--- src/rtl/mfr_pkg.sv ---
// Shared types, constants and register codes of the mesh flood relay filter.
`timescale 1ns / 1ps
package mfr_pkg;

  localparam int unsigned SeenDepthDefault = 32;
  localparam int unsigned KeyW             = 32;
  localparam logic [15:0] BroadcastId      = 16'hFFFF;
  localparam logic [15:0] MaxDivider       = 16'd8;

  typedef enum logic [2:0] {
    REG_OWN_ID       = 3'd0,
    REG_RELAY_MODE   = 3'd1,
    REG_RESTART_CODE = 3'd2,
    REG_CONFIG_CODE  = 3'd3,
    REG_RELAY_MASK   = 3'd4
  } cfg_reg_e;

  typedef struct packed {
    logic [15:0] origin_node;
    logic [15:0] sequence_req;
    logic [7:0]  hop_budget;
    logic [7:0]  packet_kind;
    logic [7:0]  packet_flags;
    logic [7:0]  sensor_field;
    logic [7:0]  spare_byte;
    logic [15:0] distance_field;
  } item_t;

  typedef struct packed {
    logic       forward;
    logic [7:0] forward_hops;
    logic [7:0] forward_flags;
    logic       restart_request;
    logic       config_update;
    logic       pin_update;
    logic [7:0] new_pin;
    logic       new_enable;
    logic       divider_update;
    logic [3:0] new_divider;
  } result_t;

  typedef struct packed {
    logic [2:0]  index;
    logic [15:0] data;
  } cfg_req_t;

  typedef struct packed {
    logic tok;
    logic hit;
  } probe_t;

endpackage

--- src/rtl/mfr_stream_if.sv ---
// Valid/ready channel carrying one request payload.
`timescale 1ns / 1ps
interface mfr_stream_if #(
  parameter type payload_t = logic
) ();
  logic     valid;
  logic     ready;
  payload_t payload;

  modport source (output valid, output payload, input ready);
  modport sink (input valid, input payload, output ready);
endinterface

--- src/rtl/mfr_seen_cell.sv ---
// One seen-store cell: holds a key, shifts on insert, checks a passing probe.
`timescale 1ns / 1ps
module mfr_seen_cell (
  input  logic                         clk_i,
  input  logic                         rst_ni,
  input  logic                         shift_i,
  input  logic [mfr_pkg::KeyW-1:0]     key_i,
  output logic [mfr_pkg::KeyW-1:0]     key_o,
  input  logic [mfr_pkg::KeyW-1:0]     probe_key_i,
  input  mfr_pkg::probe_t              probe_i,
  output mfr_pkg::probe_t              probe_o
);
  import mfr_pkg::*;

  logic [KeyW-1:0] key_d, key_q;
  probe_t          probe_d, probe_q;

  always_comb begin
    key_d = shift_i ? key_i : key_q;
    probe_d.tok = probe_i.tok;
    probe_d.hit = probe_i.tok && (probe_i.hit || (key_q == probe_key_i));
  end

  always_ff @(posedge clk_i or negedge rst_ni) begin
    if (!rst_ni) begin
      key_q   <= '0;
      probe_q <= '0;
    end else begin
      key_q   <= key_d;
      probe_q <= probe_d;
    end
  end

  assign key_o   = key_q;
  assign probe_o = probe_q;

endmodule

--- src/rtl/mesh_flood_relay_filter_top.sv ---
// Mesh flood relay filter: command decode and duplicate suppression over a cell chain.
//
//   port   | dir | carries
//   -------+-----+-------------------------------------------------
//   in_i   | in  | packet header request (item_t)
//   out_o  | out | relay and command decision (result_t)
//   cfg_i  | in  | register write (cfg_req_t), always ready
//
// A request without seen-store lookup passes through S_DONE into the output register.
// A lookup sends a probe token down the SEEN_DEPTH cells, one cell per cycle,
// and when it leaves the last cell the request moves on to S_DONE; one request is in work at a time.
// A finished result waits in the output register; the next request may enter meanwhile.
// Reset clears all stored keys to zero, the registers to their defaults, and control.
`timescale 1ns / 1ps
module mesh_flood_relay_filter_top #(
  parameter int unsigned SEEN_DEPTH = mfr_pkg::SeenDepthDefault
) (
  input  logic clk_i,
  input  logic rst_ni,
  mfr_stream_if.sink   in_i,
  mfr_stream_if.source out_o,
  mfr_stream_if.sink   cfg_i
);
  import mfr_pkg::*;

  typedef enum logic [2:0] {
    S_IDLE = 3'b001,
    S_WALK = 3'b010,
    S_DONE = 3'b100
  } state_e;

  state_e state_d, state_q;

  logic [15:0] own_id_q;
  logic        relay_mode_q;
  logic [7:0]  restart_code_q, config_code_q, relay_mask_q;

  item_t   item_q;
  logic    lookup_q, tok_start_q, hit_q;
  result_t res_q, res_d;
  logic    out_valid_q;

  cfg_req_t cfg_req;
  item_t    in_item;
  logic     in_acc, cfg_acc, lookup_in, load, shift;
  logic     addressed, restart_cmd, config_cmd, div_ok;
  logic [KeyW-1:0] probe_key;

  probe_t          probe_chain [SEEN_DEPTH+1];
  logic [KeyW-1:0] key_chain   [SEEN_DEPTH];
  logic [SEEN_DEPTH:0] tok_vec;

  assign cfg_req     = cfg_i.payload;
  assign cfg_i.ready = 1'b1;
  assign cfg_acc     = cfg_i.valid;

  assign in_item    = in_i.payload;
  assign in_i.ready = (state_q == S_IDLE);
  assign in_acc     = in_i.valid && in_i.ready;

  assign lookup_in = relay_mode_q && (in_item.origin_node != own_id_q) &&
                     (in_item.hop_budget != 8'd0) &&
                     !(((in_item.origin_node == own_id_q) ||
                        (in_item.origin_node == BroadcastId)) &&
                       (in_item.packet_kind == restart_code_q));

  always_ff @(posedge clk_i or negedge rst_ni) begin
    if (!rst_ni) begin
      own_id_q       <= '0;
      relay_mode_q   <= 1'b1;
      restart_code_q <= 8'd0;
      config_code_q  <= 8'd1;
      relay_mask_q   <= 8'd1;
    end else if (cfg_acc) begin
      case (cfg_req.index)
        REG_OWN_ID:       own_id_q       <= cfg_req.data;
        REG_RELAY_MODE:   relay_mode_q   <= cfg_req.data[0];
        REG_RESTART_CODE: restart_code_q <= cfg_req.data[7:0];
        REG_CONFIG_CODE:  config_code_q  <= cfg_req.data[7:0];
        REG_RELAY_MASK:   relay_mask_q   <= cfg_req.data[7:0];
        default: ;
      endcase
    end
  end

  // seen store: cell 0 takes the new key, the oldest key drops off the far end
  assign probe_key      = {item_q.origin_node, item_q.sequence_req};
  assign probe_chain[0] = '{tok: tok_start_q, hit: 1'b0};

  for (genvar i = 0; i < SEEN_DEPTH; i++) begin : g_cell
    assign tok_vec[i] = probe_chain[i].tok;
    if (i == SEEN_DEPTH - 1) begin : g_last
      mfr_seen_cell u_cell (
        .clk_i,
        .rst_ni,
        .shift_i     (shift),
        .key_i       ((i == 0) ? probe_key : key_chain[(i == 0) ? 0 : i - 1]),
        .key_o       (key_chain[i]),
        .probe_key_i (probe_key),
        .probe_i     (probe_chain[i]),
        .probe_o     (probe_chain[i+1])
      );
    end else begin : g_mid
      mfr_seen_cell u_cell (
        .clk_i,
        .rst_ni,
        .shift_i     (shift),
        .key_i       ((i == 0) ? probe_key : key_chain[(i == 0) ? 0 : i - 1]),
        .key_o       (key_chain[i]),
        .probe_key_i (probe_key),
        .probe_i     (probe_chain[i]),
        .probe_o     (probe_chain[i+1])
      );
    end
  end
  assign tok_vec[SEEN_DEPTH] = probe_chain[SEEN_DEPTH].tok;

  assign load  = (state_q == S_DONE) && (!out_valid_q || out_o.ready);
  assign shift = load && lookup_q && !hit_q;

  always_comb begin
    addressed   = (item_q.origin_node == own_id_q) || (item_q.origin_node == BroadcastId);
    restart_cmd = addressed && (item_q.packet_kind == restart_code_q);
    config_cmd  = addressed && (item_q.packet_kind == config_code_q) && !restart_cmd;
    div_ok      = (item_q.distance_field != 16'd0) && (item_q.distance_field <= MaxDivider);
    res_d                 = '0;
    res_d.restart_request = restart_cmd;
    if (config_cmd) begin
      res_d.config_update  = 1'b1;
      res_d.pin_update     = (item_q.sensor_field != 8'd0);
      res_d.new_pin        = item_q.sensor_field;
      res_d.new_enable     = (item_q.spare_byte != 8'd0);
      res_d.divider_update = div_ok;
      res_d.new_divider    = div_ok ? item_q.distance_field[3:0] : 4'd0;
    end
    if (lookup_q && !hit_q) begin
      res_d.forward       = 1'b1;
      res_d.forward_hops  = item_q.hop_budget - 8'd1;
      res_d.forward_flags = item_q.packet_flags | relay_mask_q;
    end
  end

  always_comb begin
    state_d = state_q;
    case (state_q)
      S_IDLE: begin
        if (in_acc) state_d = lookup_in ? S_WALK : S_DONE;
      end
      S_WALK: begin
        if (probe_chain[SEEN_DEPTH].tok) state_d = S_DONE;
      end
      S_DONE: begin
        if (load) state_d = S_IDLE;
      end
      default: state_d = S_IDLE;
    endcase
  end

  always_ff @(posedge clk_i or negedge rst_ni) begin
    if (!rst_ni) begin
      state_q     <= S_IDLE;
      lookup_q    <= 1'b0;
      tok_start_q <= 1'b0;
      hit_q       <= 1'b0;
      out_valid_q <= 1'b0;
    end else begin
      state_q     <= state_d;
      tok_start_q <= in_acc && lookup_in;
      if (in_acc) begin
        lookup_q <= lookup_in;
        hit_q    <= 1'b0;
      end
      if ((state_q == S_WALK) && probe_chain[SEEN_DEPTH].tok) begin
        hit_q <= probe_chain[SEEN_DEPTH].hit;
      end
      if (load) begin
        out_valid_q <= 1'b1;
      end else if (out_o.ready) begin
        out_valid_q <= 1'b0;
      end
    end
  end

  always_ff @(posedge clk_i) begin
    if (in_acc) item_q <= in_item;
    if (load)   res_q  <= res_d;
  end

  assign out_o.valid   = out_valid_q;
  assign out_o.payload = res_q;

`ifndef ASSERT_OFF
  a_one_token: assert property (@(posedge clk_i) disable iff (!rst_ni)
    $onehot0(tok_vec))
    else $error("more than one probe token in the seen chain");

  a_token_in_walk: assert property (@(posedge clk_i) disable iff (!rst_ni)
    (tok_vec != '0) |-> (state_q == S_WALK))
    else $error("probe token outside a lookup");

  a_launch: assert property (@(posedge clk_i) disable iff (!rst_ni)
    (in_acc && lookup_in) |=> (tok_start_q && (state_q == S_WALK)))
    else $error("lookup request did not launch a probe");

  a_restart_alone: assert property (@(posedge clk_i) disable iff (!rst_ni)
    out_valid_q |-> !(res_q.restart_request && (res_q.forward || res_q.config_update)))
    else $error("restart result carries other actions");

  a_fwd_hops: assert property (@(posedge clk_i) disable iff (!rst_ni)
    (out_valid_q && res_q.forward) |-> (res_q.forward_hops != 8'hFF))
    else $error("forwarded request with zero hop budget");
`endif

endmodule

--- src/flat_wrapper.sv ---
// flat-port wrapper written by rule: the top's interface ports become plain ports
module mesh_flood_relay_filter_top_flat import mfr_pkg::*;
#(
  parameter int unsigned SEEN_DEPTH = mfr_pkg::SeenDepthDefault
)
  (clk_i, rst_ni, in_i_valid, in_i_payload, in_i_ready, out_o_valid, out_o_payload, out_o_ready, cfg_i_valid, cfg_i_payload, cfg_i_ready);
  mfr_stream_if #(.payload_t(item_t)) in_i_i ();
  mfr_stream_if #(.payload_t(result_t)) out_o_i ();
  mfr_stream_if #(.payload_t(cfg_req_t)) cfg_i_i ();
  input  logic clk_i;
  input  logic rst_ni;
  input wire logic [$bits(in_i_i.valid)-1:0] in_i_valid;
  input wire logic [$bits(in_i_i.payload)-1:0] in_i_payload;
  output wire logic [$bits(in_i_i.ready)-1:0] in_i_ready;
  output wire logic [$bits(out_o_i.valid)-1:0] out_o_valid;
  output wire logic [$bits(out_o_i.payload)-1:0] out_o_payload;
  input wire logic [$bits(out_o_i.ready)-1:0] out_o_ready;
  input wire logic [$bits(cfg_i_i.valid)-1:0] cfg_i_valid;
  input wire logic [$bits(cfg_i_i.payload)-1:0] cfg_i_payload;
  output wire logic [$bits(cfg_i_i.ready)-1:0] cfg_i_ready;
  assign in_i_i.valid = in_i_valid;
  assign in_i_i.payload = in_i_payload;
  assign in_i_ready = in_i_i.ready;
  assign out_o_valid = out_o_i.valid;
  assign out_o_payload = out_o_i.payload;
  assign out_o_i.ready = out_o_ready;
  assign cfg_i_i.valid = cfg_i_valid;
  assign cfg_i_i.payload = cfg_i_payload;
  assign cfg_i_ready = cfg_i_i.ready;
  mesh_flood_relay_filter_top #(.SEEN_DEPTH(SEEN_DEPTH)) u_core (.clk_i(clk_i), .rst_ni(rst_ni), .in_i(in_i_i), .out_o(out_o_i), .cfg_i(cfg_i_i));
endmodule
--- config.mk ---
export PLATFORM = sky130hd
export DESIGN_NAME = mesh_flood_relay_filter_top_flat
export DESIGN_NICKNAME = d
export VERILOG_FILES = /design/src/rtl/mfr_pkg.sv /design/src/rtl/mfr_stream_if.sv /design/src/rtl/mfr_seen_cell.sv /design/src/rtl/mesh_flood_relay_filter_top.sv /design/src/flat_wrapper.sv
export SDC_FILE = /design/constraint.sdc
export NUM_CORES = 2
export LEC_CHECK = 0
export BUFFER_PORTS_ARGS = -buffer_cell sky130_fd_sc_hd__buf_2
export CAP_MARGIN = 25
export CELL_PAD_IN_SITES_DETAIL_PLACEMENT = 1
export CELL_PAD_IN_SITES_GLOBAL_PLACEMENT = 1
export CORE_UTILIZATION = 50
export CTS_BUF_LIST = sky130_fd_sc_hd__clkbuf_8
export DETAILED_ROUTE_END_ITERATION = 10
export PLACE_DENSITY = 0.86
export SLEW_MARGIN = 20
export SYNTH_ARGS = -nofsm -noshare
export SYNTH_HDL_FRONTEND = slang
export SYNTH_HIERARCHICAL = 1
export SYNTH_SLANG_ARGS = --single-unit
export TNS_END_PERCENT = 10
--- constraint.sdc ---
create_clock -name clk_i -period 2.92 [get_ports clk_i]
set_clock_uncertainty 0.05 [all_clocks]
set_input_delay 0.584 -clock clk_i [delete_from_list [all_inputs] [get_ports clk_i]]
set_output_delay 0.584 -clock clk_i [all_outputs]
set_load 0.1 [all_outputs]
==> flow_summary.ini <==
[final_layout]
area_delta_synth_final_pct = 14.87
layout_commonest_cell = dfrtp_1
final_cell_mix = dfrtp_1, xnor2_1, mux2_2
drive_above_1_share = 0.3391
instances_no_fill = 6204
fin_nets = 4638
fillers = 10806
finish.utilization = 0.5791

[pwr]
ir_drop_mv = 0.4652
powerDensity_mw_per_mm2 = 523.8
switching_power_mw = 8.471
clockPowerShare = 0.452
pwr-share-seq = 0.518
sw_frac_of_total = 0.2442
finalPower_mw = 34.68
p_leak_nw = 28.74
combPwrFrac = 0.030
power.internal_mw = 26.21

[synthesis]
yosysSeqAreaShare = 0.5568
synth.largest_area_cell = dfrtp_1
synth-edff-count = 122
synthArstFlopShare = 0.9030
synth.distinct_cells = 43
syn_avg_cell_area_um2 = 14.19
synthFlopType = dfrtp_1
syn-cell-area_mm2 = 0.05764
synth_top_area_share = 0.4914
yosysWarnings = 6
synth_top_cells_by_area = dfrtp_1, mux2_2, xnor2_1, edfxtp_1, nand4_1
synth_seq_cells = 1258
synth_nets = 4175
syn_inst = 4062

[sta]
worstMarginPinSlew_ns = 0.8645
hold_viol_final = 0
fin_crit_sh = 0.9708
fmax_ghz = 0.3528
setup_viol = 0
fin_crit_ns = 2.835
setup_tns_ns = 0
relSlewSlack = 0.4183
rsz0062_at_grt = false
drv_slew = 0

[clock_tree]
h-tree-depth = 4
post_cts_buffers = 0
cts_buffers = 202
cts.sinks = 1258
path_clk_slew_ns = 0.07
clockBufferDepth = 3
cts_tree = done
root_buffer = clkbuf_8
clock_latency_ns = 0.90

[drt]
wl_per_cell_um = 27.33
viasPerCell = 5.789
postRouteAntennaNets = 0
drc = 0
dr_total_vias = 35918
wl_um = 169500
dr.first_iter.drc_count = 2305
drt_first_pass_iters = 5

[floorplanning]
rows = 124
die_area_mm2 = 0.1166
die_h_um = 341.5
core_mm2 = 0.1143
start_util = 0.5041
io_pins = 149
die_w_um = 341.5

[setup_path]
path_max_fanout = 33
crit_type = reg -> reg
crit_chain = buf_4, xnor2_1, nand4_1, nor4_1, a21oi_1, nor2b_1
slowest_delay_ns = 0.61
worst_ep_required_time_ns = 3.67
crit_path_end_kind = register
start_kind = register
cp_slowest_cell = nor4_1
critPathArrivalTime_ns = 3.58
reg2reg_depth = 6

[global_routing]
grt_pass1_wl_um = 263900
grt_max_degree = 133
antenna_found_initial = 5
grt_pass1_vias = 42024
groute.usage.overall = 0.2942
overflow = 0

[placement]
io_buffers = 147
place_inst = 5725
hpwl_um = 94400
gp_congestion = 0.7949

[hold_path]
hold_path_class = in -> reg
holdPathStages = 3

[flow_run]
drv_cap = 0

[outcome]
status = finished clean
cells in the mapped netlist (2+ instances only):
cell type  number
dfrtp_1      1132
nor3b_1         2
xnor2_1      1059
nand4_1       272
nor2_1         31
nor4_1         81
nor2b_1        35
mux2_1         64
and2_1         12
nor3b_2         2
a21oi_1        33
nor4b_1         3
nand2_1         6
edfxtp_1      122
clkbuf_1       35
nand3_1         3
a21boi_0        2
xor2_1         28
nor3_1          4
inv_1           6
nand3b_1        2
nand2b_1        3
or4_1           3
dfstp_2         4
buf_4          99
conb_1          2
mux2_2       1001
cell families (layout without fill, tap and decap cells):
logic type      after synthesis  after routing  synth area share
compound gates               41             41          0.004016
xor+xnor                   1087           1087            0.1652
fa+ha+maj                     1              1         0.0002170
buf+inv                     142            769           0.01582
flops                      1258           1258            0.5568
mux                        1065           1065            0.2081
other cells                   2              5         0.0001303
simple gates                466            466           0.04975
power by group through the flow:
stage	Clock [mW]	Combinational (mW)	Sequential, mW
finish	15.7	1.03	18.0
global route	16.6	1.12	18.0
CTS	15.7	0.987	17.9
detailed placement	0	0.853	18.3
global placement	0	0.810	18.2
floorplan	0	0.290	18.2
area by class of cell:
class / instances / area, um2 / share of cell area
repair buffers: 394 / 3468 / 0.05238
inverters: 7 / 26.28 / 0.0003968
clock inverters: 114 / 574.3 / 0.008673
diodes: 3 / 7.507 / 0.0001134
flip-flops and latches: 1258 / 32100 / 0.4847
multi-input cells: 2662 / 24650 / 0.3723
clock buffers: 254 / 3496 / 0.05280
well taps: 1512 / 1892 / 0.02857
metal layers:
| layer | track usage | up-vias | routed length, um |
|---|---|---|---|
| met5 | 0 | - | 41 |
| met4 | 0.1662 | 6 | 9695 |
| met3 | 0.04661 | 521 | 6886 |
| met2 | 0.5099 | 1108 | 87410 |
| met1 | 0.3481 | 18963 | 65500 |
| li1 | - | 15320 | - |
registers in the layout, indices dropped and copies added, names as in the netlist:
register,count
u_core/item_q,88
u_core/g_cell.g_mid.u_cell/key_o,992
u_core/tok_start_q,1
u_core/relay_mode_q,1
u_core/g_cell.g_last.u_cell/probe_o,2
u_core/restart_code_q,8
u_core/hit_q,1
u_core/out_o.payload,34
u_core/relay_mask_q,8
u_core/own_id_q,16
u_core/out_o.valid,1
u_core/lookup_q,1
u_core/g_cell.g_mid.u_cell/probe_o,62
u_core/g_cell.g_last.u_cell/key_o,32
u_core/state_q,3
u_core/config_code_q,8
critical path: cells and delay by family, from the launching register on:
family	cells	cell delay, ns
xor+xnor	1	0.21
simple gates	3	1.13
compound gates	1	0.17
buf+inv	1	0.57
flops	1	0.54
what timing repair did:
| action | 4_1_cts | 5_1_grt |
|---|---|---|
| hold endpoints to repair | 350 | 0 |
| endpoints found under the setup margin | 0 | 0 |
| hold buffers | 107 | 0 |
| resized for setup | 0 | 0 |
worst paths after layout:
kind	slack [ns]	from	end
worst max register to register	0.09	u_core/item_q[74]	u_core/g_cell[30].g_mid.u_cell/probe_o[0]
max in group asynchronous	1.49	rst_ni	u_core/config_code_q[0]
min in group asynchronous	0.14	rst_ni	u_core/g_cell[20].g_mid.u_cell/key_o[27]
worst min register to register	0.30	u_core/g_cell[14].g_mid.u_cell/probe_o[1]	u_core/g_cell[15].g_mid.u_cell/probe_o[1]
worst min-delay path	0.09	cfg_i_payload[16]	u_core/relay_mode_q
worst max-delay path	0.09	u_core/item_q[74]	u_core/g_cell[30].g_mid.u_cell/probe_o[0]
per-stage QoR:
stage	instance area [um2]	setup slack [ns]	hold WS (ns)
final	66210	0.08530	0.08572
after global routing	66210	0.01291	0.06202
after CTS	66190	0.05650	0.0001946
after detailed placement	61040	0.4330	0.3021
after global placement	61040	0.5110	0.2987
after floorplan	57650	-0.4419	0.2384
Power figures use the tool's default switching activity.
